File: config.mk
export PLATFORM = sky130hd
export DESIGN_NAME = ack_retransmit_manager_core
export DESIGN_NICKNAME = d
export VERILOG_FILES = /design/src/sv/arm_pkg.sv /design/src/sv/arm_front.sv /design/src/sv/arm_cmd_fifo.sv /design/src/sv/arm_back.sv /design/src/sv/ack_retransmit_manager_core.sv
export SDC_FILE = /design/constraint.sdc
export NUM_CORES = 1
export LEC_CHECK = 0
export ABC_AREA = 1
export BUFFER_PORTS_ARGS = -buffer_cell sky130_fd_sc_hd__buf_4
export CAP_MARGIN = 20
export CORE_ASPECT_RATIO = 0.5
export CORE_MARGIN = 5
export CORE_UTILIZATION = 60
export DETAILED_ROUTE_END_ITERATION = 10
export PLACE_DENSITY = 0.86
export SLEW_MARGIN = 20
export SYNTH_ARGS = -nofsm -noshare
export SYNTH_HDL_FRONTEND = slang
export SYNTH_SLANG_ARGS = --single-unit
File: constraint.sdc
create_clock -name clk -period 8.4 [get_ports clk]
set_input_delay 1.68 -clock clk [delete_from_list [all_inputs] [get_ports clk]]
set_output_delay 1.68 -clock clk [all_outputs]
set_load 0.02 [all_outputs]
File: src/sv/arm_pkg.sv
package arm_pkg;

    localparam int LEN_W = 7;
    localparam int CD_W = 20;
    localparam int FIFO_DEPTH = 4;
    localparam int FIFO_PTR_W = 2;
    localparam int FIFO_CNT_W = 3;
    localparam int CFG_IDX_W = 2;
    localparam int CFG_DATA_W = 16;

    localparam logic [1:0] OP_SEND = 2'd0;
    localparam logic [1:0] OP_ACK = 2'd1;
    localparam logic [1:0] OP_TICK = 2'd2;

    localparam logic [1:0] KIND_TX = 2'd0;
    localparam logic [1:0] KIND_ACK = 2'd1;
    localparam logic [1:0] KIND_GIVEUP = 2'd2;

    localparam logic [CFG_IDX_W-1:0] CFG_RETRY_LIMIT = 2'd0;
    localparam logic [CFG_IDX_W-1:0] CFG_TIMEOUT = 2'd1;
    localparam logic [CFG_IDX_W-1:0] CFG_BACKOFF_STEP = 2'd2;

    localparam logic [3:0] RESET_RETRY_LIMIT = 4'd3;
    localparam logic [15:0] RESET_TIMEOUT = 16'd2000;
    localparam logic [15:0] RESET_BACKOFF_STEP = 16'd500;

    typedef struct packed {
        logic [1:0] operation;
        logic [7:0] data_byte;
        logic       last_byte;
        logic [7:0] node_addr;
        logic [7:0] seq_num;
    } item_t;

    typedef struct packed {
        logic [1:0] kind;
        logic [7:0] tx_byte;
        logic       last;
        logic [7:0] peer_addr;
        logic [7:0] seq_out;
        logic [3:0] attempt;
    } result_t;

    typedef enum logic [1:0] {
        CMD_TX,
        CMD_REPORT,
        CMD_REPLAY
    } cmd_op_t;

    // count is the store write address for CMD_TX and the length for CMD_REPLAY
    typedef struct packed {
        cmd_op_t          op;
        logic [1:0]       kind;
        logic [7:0]       data;
        logic             last;
        logic [7:0]       peer;
        logic [7:0]       seq;
        logic [3:0]       attempt;
        logic             wr_en;
        logic [LEN_W-1:0] count;
    } cmd_t;

endpackage

File: src/sv/arm_front.sv
module arm_front #(
    parameter int PKT_DEPTH = 64
) (
    input  logic                           clk,
    input  logic                           rst_n,
    input  logic                           accept,
    input  arm_pkg::item_t                 item,
    input  logic                           cfg_we,
    input  logic [arm_pkg::CFG_IDX_W-1:0]  cfg_index,
    input  logic [arm_pkg::CFG_DATA_W-1:0] cfg_data,
    output logic                           push,
    output arm_pkg::cmd_t                  cmd
);

    logic [3:0]  retry_limit_reg;
    logic [15:0] timeout_reg;
    logic [15:0] backoff_step_reg;

    logic                      pending_reg, pending_next;
    logic                      loading_reg, loading_next;
    logic                      backoff_reg, backoff_next;
    logic [7:0]                peer_reg, peer_next;
    logic [7:0]                seq_reg, seq_next;
    logic [3:0]                retries_reg, retries_next;
    logic [arm_pkg::CD_W-1:0]  cd_reg, cd_next;
    logic [arm_pkg::LEN_W-1:0] len_reg, len_next;

    logic [arm_pkg::LEN_W-1:0] len_cur;
    logic [7:0]                peer_cur;
    logic [7:0]                seq_cur;
    logic                      store_wr;
    logic [arm_pkg::CD_W-1:0]  cd_dec;
    logic [3:0]                used;
    logic [3:0]                retries_dec;
    logic [3:0]                used_dec;
    logic [arm_pkg::CD_W-1:0]  backoff_cd;

    assign used = retry_limit_reg - retries_reg;
    assign retries_dec = retries_reg - 4'd1;
    assign used_dec = retry_limit_reg - retries_dec;
    assign backoff_cd = arm_pkg::CD_W'(backoff_step_reg) * arm_pkg::CD_W'(used_dec);
    assign cd_dec = (cd_reg != '0) ? cd_reg - 1'b1 : cd_reg;

    assign len_cur = loading_reg ? len_reg : '0;
    assign peer_cur = loading_reg ? peer_reg : item.node_addr;
    assign seq_cur = loading_reg ? seq_reg : item.seq_num;
    assign store_wr = len_cur < arm_pkg::LEN_W'(PKT_DEPTH);

    always_comb
    begin
        pending_next = pending_reg;
        loading_next = loading_reg;
        backoff_next = backoff_reg;
        peer_next = peer_reg;
        seq_next = seq_reg;
        retries_next = retries_reg;
        cd_next = cd_reg;
        len_next = len_reg;
        push = 1'b0;
        cmd = '0;
        cmd.op = arm_pkg::CMD_REPORT;
        cmd.peer = peer_reg;
        cmd.seq = seq_reg;
        if (accept)
        begin
            unique case (item.operation)
                arm_pkg::OP_SEND:
                begin
                    pending_next = 1'b0;
                    backoff_next = 1'b0;
                    loading_next = 1'b1;
                    peer_next = peer_cur;
                    seq_next = seq_cur;
                    len_next = len_cur + arm_pkg::LEN_W'(store_wr);
                    push = 1'b1;
                    cmd.op = arm_pkg::CMD_TX;
                    cmd.kind = arm_pkg::KIND_TX;
                    cmd.data = item.data_byte;
                    cmd.last = item.last_byte;
                    cmd.peer = peer_cur;
                    cmd.seq = seq_cur;
                    cmd.wr_en = store_wr;
                    cmd.count = len_cur;
                    if (item.last_byte)
                    begin
                        loading_next = 1'b0;
                        pending_next = 1'b1;
                        retries_next = retry_limit_reg;
                        cd_next = arm_pkg::CD_W'(timeout_reg);
                    end
                end
                arm_pkg::OP_ACK:
                begin
                    if (pending_reg && peer_reg == item.node_addr && seq_reg == item.seq_num)
                    begin
                        pending_next = 1'b0;
                        backoff_next = 1'b0;
                        push = 1'b1;
                        cmd.kind = arm_pkg::KIND_ACK;
                        cmd.attempt = used;
                    end
                end
                arm_pkg::OP_TICK:
                begin
                    if (pending_reg)
                    begin
                        cd_next = cd_dec;
                        if (cd_dec == '0)
                        begin
                            if (backoff_reg)
                            begin
                                push = 1'b1;
                                cmd.op = arm_pkg::CMD_REPLAY;
                                cmd.attempt = used;
                                cmd.count = len_reg;
                                backoff_next = 1'b0;
                                cd_next = arm_pkg::CD_W'(timeout_reg);
                            end
                            else if (retries_reg == '0)
                            begin
                                pending_next = 1'b0;
                                push = 1'b1;
                                cmd.kind = arm_pkg::KIND_GIVEUP;
                                cmd.attempt = used;
                            end
                            else
                            begin
                                retries_next = retries_dec;
                                // zero backoff replays within the same tick
                                if (backoff_cd == '0)
                                begin
                                    push = 1'b1;
                                    cmd.op = arm_pkg::CMD_REPLAY;
                                    cmd.attempt = used_dec;
                                    cmd.count = len_reg;
                                    cd_next = arm_pkg::CD_W'(timeout_reg);
                                end
                                else
                                begin
                                    backoff_next = 1'b1;
                                    cd_next = backoff_cd;
                                end
                            end
                        end
                    end
                end
                default:
                begin
                end
            endcase
        end
    end

    always_ff @(posedge clk or negedge rst_n)
    begin
        if (!rst_n)
        begin
            retry_limit_reg <= arm_pkg::RESET_RETRY_LIMIT;
            timeout_reg <= arm_pkg::RESET_TIMEOUT;
            backoff_step_reg <= arm_pkg::RESET_BACKOFF_STEP;
            pending_reg <= 1'b0;
            loading_reg <= 1'b0;
            backoff_reg <= 1'b0;
            peer_reg <= '0;
            seq_reg <= '0;
            retries_reg <= '0;
            cd_reg <= '0;
            len_reg <= '0;
        end
        else
        begin
            pending_reg <= pending_next;
            loading_reg <= loading_next;
            backoff_reg <= backoff_next;
            peer_reg <= peer_next;
            seq_reg <= seq_next;
            retries_reg <= retries_next;
            cd_reg <= cd_next;
            len_reg <= len_next;
            if (cfg_we)
            begin
                unique case (cfg_index)
                    arm_pkg::CFG_RETRY_LIMIT:  retry_limit_reg <= cfg_data[3:0];
                    arm_pkg::CFG_TIMEOUT:      timeout_reg <= cfg_data;
                    arm_pkg::CFG_BACKOFF_STEP: backoff_step_reg <= cfg_data;
                    default:
                    begin
                    end
                endcase
            end
        end
    end

endmodule

File: src/sv/arm_cmd_fifo.sv
module arm_cmd_fifo (
    input  logic          clk,
    input  logic          rst_n,
    input  logic          push,
    input  arm_pkg::cmd_t push_cmd,
    input  logic          pop,
    output arm_pkg::cmd_t head,
    output logic          empty,
    output logic          full
);

    arm_pkg::cmd_t entries_reg [arm_pkg::FIFO_DEPTH];

    logic [arm_pkg::FIFO_PTR_W-1:0] wr_ptr_reg;
    logic [arm_pkg::FIFO_PTR_W-1:0] rd_ptr_reg;
    logic [arm_pkg::FIFO_CNT_W-1:0] count_reg;

    assign empty = count_reg == '0;
    assign full = count_reg == arm_pkg::FIFO_CNT_W'(arm_pkg::FIFO_DEPTH);
    assign head = entries_reg[rd_ptr_reg];

    always_ff @(posedge clk)
    begin
        if (push)
        begin
            entries_reg[wr_ptr_reg] <= push_cmd;
        end
    end

    always_ff @(posedge clk or negedge rst_n)
    begin
        if (!rst_n)
        begin
            wr_ptr_reg <= '0;
            rd_ptr_reg <= '0;
            count_reg <= '0;
        end
        else
        begin
            if (push)
            begin
                wr_ptr_reg <= wr_ptr_reg + 1'b1;
            end
            if (pop)
            begin
                rd_ptr_reg <= rd_ptr_reg + 1'b1;
            end
            if (push && !pop)
            begin
                count_reg <= count_reg + 1'b1;
            end
            else if (pop && !push)
            begin
                count_reg <= count_reg - 1'b1;
            end
        end
    end

endmodule

File: src/sv/arm_back.sv
module arm_back #(
    parameter int PKT_DEPTH = 64
) (
    input  logic             clk,
    input  logic             rst_n,
    input  arm_pkg::cmd_t    head,
    input  logic             empty,
    output logic             pop,
    output logic             result_valid,
    output arm_pkg::result_t result
);

    localparam int AW = (PKT_DEPTH > 1) ? $clog2(PKT_DEPTH) : 1;

    typedef enum logic {
        ST_IDLE,
        ST_REPLAY
    } state_t;

    state_t state_reg;

    logic [7:0] store_mem [PKT_DEPTH];

    logic                      out_valid_reg;
    arm_pkg::result_t          out_reg;
    logic                      rd_valid_reg;
    logic                      rd_last_reg;
    logic [7:0]                rd_data_reg;
    logic [arm_pkg::LEN_W-1:0] idx_reg;
    logic [arm_pkg::LEN_W-1:0] len_reg;
    logic [7:0]                peer_reg;
    logic [7:0]                seq_reg;
    logic [3:0]                attempt_reg;
    logic                      rd_final;

    assign pop = (state_reg == ST_IDLE) && !empty;
    assign rd_final = idx_reg == (len_reg - 1'b1);

    // replay bytes come straight from the read register
    assign result_valid = out_valid_reg || rd_valid_reg;
    always_comb
    begin
        if (rd_valid_reg)
        begin
            result.kind = arm_pkg::KIND_TX;
            result.tx_byte = rd_data_reg;
            result.last = rd_last_reg;
            result.peer_addr = peer_reg;
            result.seq_out = seq_reg;
            result.attempt = attempt_reg;
        end
        else
        begin
            result = out_reg;
        end
    end

    always_ff @(posedge clk)
    begin
        if (pop && head.op == arm_pkg::CMD_TX && head.wr_en)
        begin
            store_mem[head.count[AW-1:0]] <= head.data;
        end
        if (state_reg == ST_REPLAY)
        begin
            rd_data_reg <= store_mem[idx_reg[AW-1:0]];
        end
    end

    always_ff @(posedge clk)
    begin
        if (pop)
        begin
            out_reg.kind <= head.kind;
            out_reg.tx_byte <= head.data;
            out_reg.last <= head.last;
            out_reg.peer_addr <= head.peer;
            out_reg.seq_out <= head.seq;
            out_reg.attempt <= head.attempt;
            if (head.op == arm_pkg::CMD_REPLAY)
            begin
                len_reg <= head.count;
                peer_reg <= head.peer;
                seq_reg <= head.seq;
                attempt_reg <= head.attempt;
            end
        end
    end

    always_ff @(posedge clk or negedge rst_n)
    begin
        if (!rst_n)
        begin
            state_reg <= ST_IDLE;
            out_valid_reg <= 1'b0;
            rd_valid_reg <= 1'b0;
            rd_last_reg <= 1'b0;
            idx_reg <= '0;
        end
        else
        begin
            unique case (state_reg)
                ST_IDLE:
                begin
                    rd_valid_reg <= 1'b0;
                    out_valid_reg <= 1'b0;
                    if (!empty)
                    begin
                        if (head.op == arm_pkg::CMD_REPLAY)
                        begin
                            idx_reg <= '0;
                            state_reg <= ST_REPLAY;
                        end
                        else
                        begin
                            out_valid_reg <= 1'b1;
                        end
                    end
                end
                ST_REPLAY:
                begin
                    out_valid_reg <= 1'b0;
                    rd_valid_reg <= 1'b1;
                    rd_last_reg <= rd_final;
                    idx_reg <= idx_reg + 1'b1;
                    if (rd_final)
                    begin
                        state_reg <= ST_IDLE;
                    end
                end
                default:
                begin
                    state_reg <= ST_IDLE;
                end
            endcase
        end
    end

endmodule

File: src/sv/ack_retransmit_manager_core.sv
// Stop-and-wait retransmission manager with one pending packet slot. The front end takes one
// transaction (send byte, ack or millisecond tick) per cycle whenever busy is low and keeps the
// slot, retry and countdown state; busy rises only when its 4-entry command queue is full. The
// back end drains that queue: a send byte or a report (ack confirmed, gave up) is written to the
// queue and then to the back end's output register, waiting while a replay runs; a replay walks
// the packet store through its single read port, one byte per cycle, and the back end takes no
// new command until the last byte of the replay is read. There is no clearing pass after reset.
// Results cannot be stalled: each is shown for one cycle with result_valid high.
module ack_retransmit_manager_core #(
    parameter int PKT_DEPTH = 64
) (
    input  logic                           clk,
    input  logic                           rst_n,
    input  logic                           start,
    output logic                           busy,
    input  arm_pkg::item_t                 item,
    input  logic                           cfg_we,
    input  logic [arm_pkg::CFG_IDX_W-1:0]  cfg_index,
    input  logic [arm_pkg::CFG_DATA_W-1:0] cfg_data,
    output logic                           result_valid,
    output arm_pkg::result_t               result
);

    logic          accept;
    logic          push;
    arm_pkg::cmd_t push_cmd;
    arm_pkg::cmd_t head;
    logic          pop;
    logic          empty;
    logic          full;

    assign busy = full;
    assign accept = start && !full;

    arm_front #(
        .PKT_DEPTH (PKT_DEPTH)
    ) u_front (
        .clk       (clk),
        .rst_n     (rst_n),
        .accept    (accept),
        .item      (item),
        .cfg_we    (cfg_we),
        .cfg_index (cfg_index),
        .cfg_data  (cfg_data),
        .push      (push),
        .cmd       (push_cmd)
    );

    arm_cmd_fifo u_fifo (
        .clk      (clk),
        .rst_n    (rst_n),
        .push     (push),
        .push_cmd (push_cmd),
        .pop      (pop),
        .head     (head),
        .empty    (empty),
        .full     (full)
    );

    arm_back #(
        .PKT_DEPTH (PKT_DEPTH)
    ) u_back (
        .clk          (clk),
        .rst_n        (rst_n),
        .head         (head),
        .empty        (empty),
        .pop          (pop),
        .result_valid (result_valid),
        .result       (result)
    );

endmodule
; Word-level counts from Yosys, hierarchy flattened
; Memories as Yosys holds them, arrays and structs flattened. A register that Yosys moved wholly into a read port is not among the register bits.
; Index checks and enable logic that the tools add are counted.
; Widths: inputs -> output; s select.
[word_totals]
ff_bits = 162
ram_bits = 676
inputBits = 49
output_inout_bits = 33
word_cells = 179
memories = 2
[mem_list]
columns = memory, words, width, read_ports, rd_clocked_by_memory_dff, wr, line_no
row1 = u_back.store_mem, 64, 8, 1, 1, 1, arm_back.sv:22  ; logic [7:0] store_mem [PKT_DEPTH];
row2 = u_fifo.entries_reg, 4, 41, 1, 0, 1, arm_cmd_fifo.sv:12  ; arm_pkg::cmd_t entries_reg [arm_pkg::FIFO_DEPTH];
[op_classes]
n_addsub = 11
multipliers = 1
order_cmp = 1
eq_ne = 17
muxes = 83
bitwise_logic = 1
reduce_logical = 34
[op_table]
columns = operator, n
row1 = $mux 20, 7
row2 = $mux 7, 8
row3 = $mux 4, 13
row4 = $mux 41, 1
row5 = $logic_not 20->1, 2
row6 = $pmux 20 s2, 1
row7 = $mux 31, 1
row8 = $mux 1, 30
row9 = $pmux 7 s2, 2
row10 = $mux 25, 1
row11 = $mul 16x4->20, 1
row12 = $reduce_bool 20->1, 1
row13 = $sub 20x1->20 const B, 1
row14 = $eq 8x8->1, 2
row15 = $mux 8, 2
row16 = $pmux 4 s2, 2
row17 = $reduce_and 2->1, 6
row18 = $mux 2, 5
row19 = $ne 2x2->1 const B, 5
row20 = $pmux 1 s3, 3
row21 = $logic_and 1x1->1, 8
row22 = $pmux 2 s2, 2
row23 = $sub 4x4->4, 2
row24 = $add 7x1->7, 1
row25 = 26 further kinds, 41

; Depth between registers and ports, before layout
[depth]
depth_word = 15
ltp_mapped = 40
ltp_nobuf = 40

; Modules after synthesis
; A second synthesis with hierarchy kept.
[unflattened]
cells_unflattened = 4113
hier_area_um2 = 40502.6
[modules_own_cells]
columns = mod, instances, cells_per_inst, area_per_inst_um2, seq_area_each_um2
row1 = arm_back, 1, 2317, 25308.0, 17631.9
row2 = arm_front, 1, 1268, 8319.2, 2169.6
row3 = arm_cmd_fifo, 1, 526, 6865.3, 5099.9
row4 = ack_retransmit_manager_core, 1, 2, 10.0, 0.0

; Worst setup path before layout
; OpenSTA, ideal clock, no wires.
[synth_path]
kind = reg-to-reg
start = register u_front.retries_reg[0]
end = memory u_fifo.entries_reg[0][0] in the netlist's numbering, enable pin
setup_time_ns = 0.439
arrival_time_ns = 6.479
required_time_ns = 7.961
slack_ns = 1.481
stages_incl_launch_ff = 34
period_less_slack_ns = 6.919
cell_sequence = dfrtp_1 -> inv_1 -> ha_1 -> xnor2_1 -> ha_1 -> nand2_1 -> nor2_1 -> a211oi_1 -> or2_2 -> nand2_1 -> inv_1 -> nand2_1 -> fa_1 -> inv_1 -> fa_1 -> inv_1 -> fa_1 -> inv_1 -> nand3_1 -> nand2_1 -> nand2_1 -> nand2_1 -> nand2_2 -> nand2_2 -> nand2_2 -> nor2_4 -> nand3_4 -> nor2_8 -> nand2_4 -> nand2_1 -> nand2_1 -> nand3_2 -> nand2_4 -> nor2_1
[synth_via]
elab_chain_len = 13
[synth_lines]
columns = element, line_no
row1 = start: declaration, arm_front.sv:24  ; logic [3:0] retries_reg, retries_next;
row2 = start signal: assignment, arm_front.sv:177  ; retries_reg <= retries_next;
row3 = $sub 4x1->4, arm_front.sv:39  ; assign retries_dec = retries_reg - 4'd1;
row4 = $sub 4x4->4, arm_front.sv:40  ; assign used_dec = retry_limit_reg - retries_dec;
row5 = $mul 16x4->20, arm_front.sv:41  ; assign backoff_cd = arm_pkg::CD_W'(backoff_step_reg) * arm_pkg::CD_W'(used_dec);
row6 = $logic_not 20->1, arm_front.sv:130  ; if (backoff_cd == '0)
row7 = $mux 1, arm_front.sv:130
row8 = $mux 1 (*), arm_front.sv:119  ; else if (retries_reg == '0)
row9 = $mux 1 (*), arm_front.sv:110  ; if (backoff_reg)
row10 = $mux 1 (*), arm_front.sv:108  ; if (cd_dec == '0)
row11 = $mux 1 (*), arm_front.sv:105  ; if (pending_reg)
row12 = $pmux 1 s3 (*), arm_front.sv:66  ; unique case (item.operation)
row13 = $mux 1 (*), arm_front.sv:64  ; if (accept)
row14 = $mux 1 (*), arm_cmd_fifo.sv:24  ; if (push)
row15 = $mux 1 (not written as such) (*), arm_cmd_fifo.sv:26  ; entries_reg[wr_ptr_reg] <= push_cmd;
row16 = end: declaration, arm_cmd_fifo.sv:12
; Mark *: on every way between the ends. The rest lies on a longest branch, timed or not.

; Worst setup path after layout
[layout_path]
start = register u_front.retries_reg[0]
end = memory u_fifo.entries_reg[1][5] in the netlist's numbering, enable pin
; The elaborated chain is that of the path after synthesis.

==> reports/metrics.csv <==
metric,value,unit
ios,82,
root_buffer,sky130_fd_sc_hd__clkbuf_16,
crit_path_launch_type,register,
timing.reg2reg.worst_path_depth,34,
layout_min_cycle_time,7053,ps
crit_slowest_cell,sky130_fd_sc_hd__nor2_4,
critical_path_required,8680,ps
register_area,24910,um^2
dr_total_vias,26724,
post_layout_nonfiller_instances,4271,
multi_input_area,11750,um^2
clock_input_transition_at_the_sequential_cells_of_the_worst_setup_and_hold_paths,70,ps
slew-limit-headroom,0.2813,
post_synth_instance_area,38040,um^2
synth.yosys.warnings,0,
dieArea,68850,um^2
first_global_vias,26181,
use_met1,0.3359,
synth-edff-count,742,
grt_pass1_wl,144.1,mm
crit_arrival,7340,ps
postCtsSetupBuffers,0,
met3_usage,0.04542,
dieHeight,188.1,um
rows,65,
postRouteAntennaNets,0,
worst_path_most_repeated_cell,sky130_fd_sc_hd__nand2_1,
synth.most_common_cell,sky130_fd_sc_hd__edfxtp_1,
synth_seq_area_share,0.6545,
final-setup-viol-count,0,
final_max_slew_viol_count,0,
start_util,0.6044,
first_pass_iters,6,
largest_reg_flops,512,
global_route.peak_usage_layer,met2,
max-vdd-ir-drop,0.4300,mV
ys.flop_type,sky130_fd_sc_hd__edfxtp_1,
maxClockFrequency,141.8,MHz
post_cts_resize_count,0,
insertedDiodeCount,0,
netlist_instances,3361,
ys_async_sr_fraction,0.1229,
worst-setup-path-type,register to register,
initial_antenna_violation_count,1,
first_iter_violations,3566,
flow.area_growth_from_synthesis,9.893,%
holdBufCountCts,0,
fill_cells,4271,
timing.critical_path.max_delay_family,simple AND/OR/NAND/NOR gates,
tritoncts,done,
hp-class,register to register,
grt_use_total,0.2650,
place.detailed.instances,4134,
synth.net_count,3487,
port-buffer-count,81,
synth_top_area_cell,sky130_fd_sc_hd__edfxtp_1,
number_of_nets_in_the_finished_design,3499,
grt_setup_unrepaired,no,
skew_pair_late_insertion_delay,640,ps
critical_path.max_stage_delay,560,ps
tritoncts_num_sinks,846,
pin_count_of_the_biggest_net_entering_global_routing,199,
gr-total-overflow,0,
final_hold_viol_count,0,
p_per_area,421.9,nW/um^2
synth_top_cell_area_share,0.5857,
cts_buffer_count,74,
timing_worst_slew_pin_value,1070,ps
worst_clock_skew,34.36,ps
final.setup.tns,0,ps
drive_above_1_share,0.09377,
cts.htree.levels,3,
grtUsageMet2,0.4520,
ys_top_cells_by_count,"sky130_fd_sc_hd__edfxtp_1, sky130_fd_sc_hd__nor2_1, sky130_fd_sc_hd__nand2_1",
bufs_and_invs_on_worst_path,6,
drc,0,
worstSetupEndpointType,register,
yosys-top-cells-area,"sky130_fd_sc_hd__edfxtp_1, sky130_fd_sc_hd__dfrtp_1, sky130_fd_sc_hd__nor2_1, sky130_fd_sc_hd__nand2_1, sky130_fd_sc_hd__o21ai_0",
routed_wire_length_per_instance,21.78,um
cts_buffer_depth,3,
utilization,0.6642,
total_routed_length,93.03,mm
maxCapViolCount,0,
vias_per_cell,6.257,
dieWidth,366.1,um
status,"complete, no violations",
netlist-cell-type-count,58,
final_min_period_over_clock_period,0.8397,
power.static_leakage,15.47,nW
worstSetupPathDepth,34,
design.core.area,62950,um^2
ys_seq_elements,846,
crit_path_max_fanout,22,
postSynthAreaPerCell,11.32,um^2
routabilityCongestion,0.8870,
min_path_cells,2,
hpwl,55.84,mm
## cells by family (layout without fill, tap and decap cells)
family                     count (synthesis)  count (layout)  synth area share
and+or+nand+nor                         1309            1309            0.1447
adders and majority gates                 77              77           0.03144
DFF                                      846             846            0.6545
buffers and inverters                    401             474           0.04095
muxes                                     71              71           0.01917
AOI/OAI and AO/OA                        609             609           0.09817
xor gates and xnor gates                  48              48           0.01105
## layout by cell type, fill, tap and decap left out, types with 6 or more instances in the layout
master / count
sky130_fd_sc_hd__mux2i_1: 56
sky130_fd_sc_hd__nor2_4: 11
sky130_fd_sc_hd__nand2_2: 13
sky130_fd_sc_hd__nand2_1: 514
sky130_fd_sc_hd__nand3_1: 131
sky130_fd_sc_hd__o21ai_1: 9
sky130_fd_sc_hd__o32ai_1: 72
sky130_fd_sc_hd__a32oi_1: 6
sky130_fd_sc_hd__nand3_2: 10
sky130_fd_sc_hd__dfstp_2: 14
sky130_fd_sc_hd__fa_1: 31
sky130_fd_sc_hd__a21oi_1: 107
sky130_fd_sc_hd__o22ai_1: 39
sky130_fd_sc_hd__clkbuf_16: 76
sky130_fd_sc_hd__or2_2: 6
sky130_fd_sc_hd__xor2_1: 38
sky130_fd_sc_hd__and3_1: 7
sky130_fd_sc_hd__o21ai_0: 272
sky130_fd_sc_hd__nor2_2: 8
sky130_fd_sc_hd__clkinv_1: 14
sky130_fd_sc_hd__o22ai_4: 8
sky130_fd_sc_hd__nor3_1: 12
sky130_fd_sc_hd__clkbuf_1: 19
sky130_fd_sc_hd__dfrtp_1: 87
sky130_fd_sc_hd__xnor2_1: 10
sky130_fd_sc_hd__o211ai_1: 8
sky130_fd_sc_hd__nor2_1: 541
sky130_fd_sc_hd__mux2_2: 15
sky130_fd_sc_hd__nand3b_1: 6
sky130_fd_sc_hd__clkinv_2: 12
sky130_fd_sc_hd__a31oi_1: 10
sky130_fd_sc_hd__ha_1: 46
sky130_fd_sc_hd__edfxtp_1: 742
sky130_fd_sc_hd__nand4_1: 36
sky130_fd_sc_hd__inv_1: 218
sky130_fd_sc_hd__inv_2: 9
sky130_fd_sc_hd__buf_4: 106
sky130_fd_sc_hd__o221ai_1: 56
sky130_fd_sc_hd__a32o_1: 9
## layout make-up
class,instances,area share
multi-input cells,2114,0.2810
flip-flops and latches,846,0.5958
clock inverters,41,0.01030
clock buffers,96,0.04753
repair buffers,107,0.01951
well taps,837,0.02505
inverters,230,0.02080
## worst paths after layout
kind	from	endpoint	slack, ps
setup / recovery	u_front.retries_reg[0]	u_fifo.entries_reg[1][5]	1350
hold / removal	u_front.retries_reg[1]	u_front.retries_reg[1]	500
setup reg to reg	u_front.retries_reg[0]	u_fifo.entries_reg[1][5]	1350
hold reg to reg	u_front.retries_reg[1]	u_front.retries_reg[1]	500
max in group asynchronous	rst_n	u_back.idx_reg[0]	5980
min in group asynchronous	rst_n	u_front.backoff_step_reg[9]	1040
## stage by stage
stage / area [um^2] / power, W / hold slack [ps] / setup WS, ps
finish: 41810 / 0.01764 / 498.2 / 1347
global route: 41810 / 0.01868 / 514.6 / 819.4
CTS: 41800 / 0.01749 / 499.1 / 1400
detailed placement: 39390 / 0.01403 / 474.6 / 1448
global placement: 39390 / 0.01375 / 470.7 / 1658
floorplan: 38040 / 0.01162 / 451.3 / 1481
## metal layers
metal	vias to the layer above	wire (um)
li1	11914	-
met1	12876	33800
met2	1614	45720
met3	318	8781
met4	2	4713
met5	-	7
## report_power, final
| part | internal (W) | switching [W] |
|---|---|---|
| Sequential | 0.00557 | 0.000337 |
| Combinational | 0.00245 | 0.00584 |
| Clock | 0.00186 | 0.00158 |
## worst min-delay path: cells and delay by family (launching register included)
kind	cells	cell delay [ps]
flip-flops	1	350
AO/OA/AOI/OAI	1	60
AND/OR/NAND/NOR	1	50
Power figures use the tool's default switching activity.
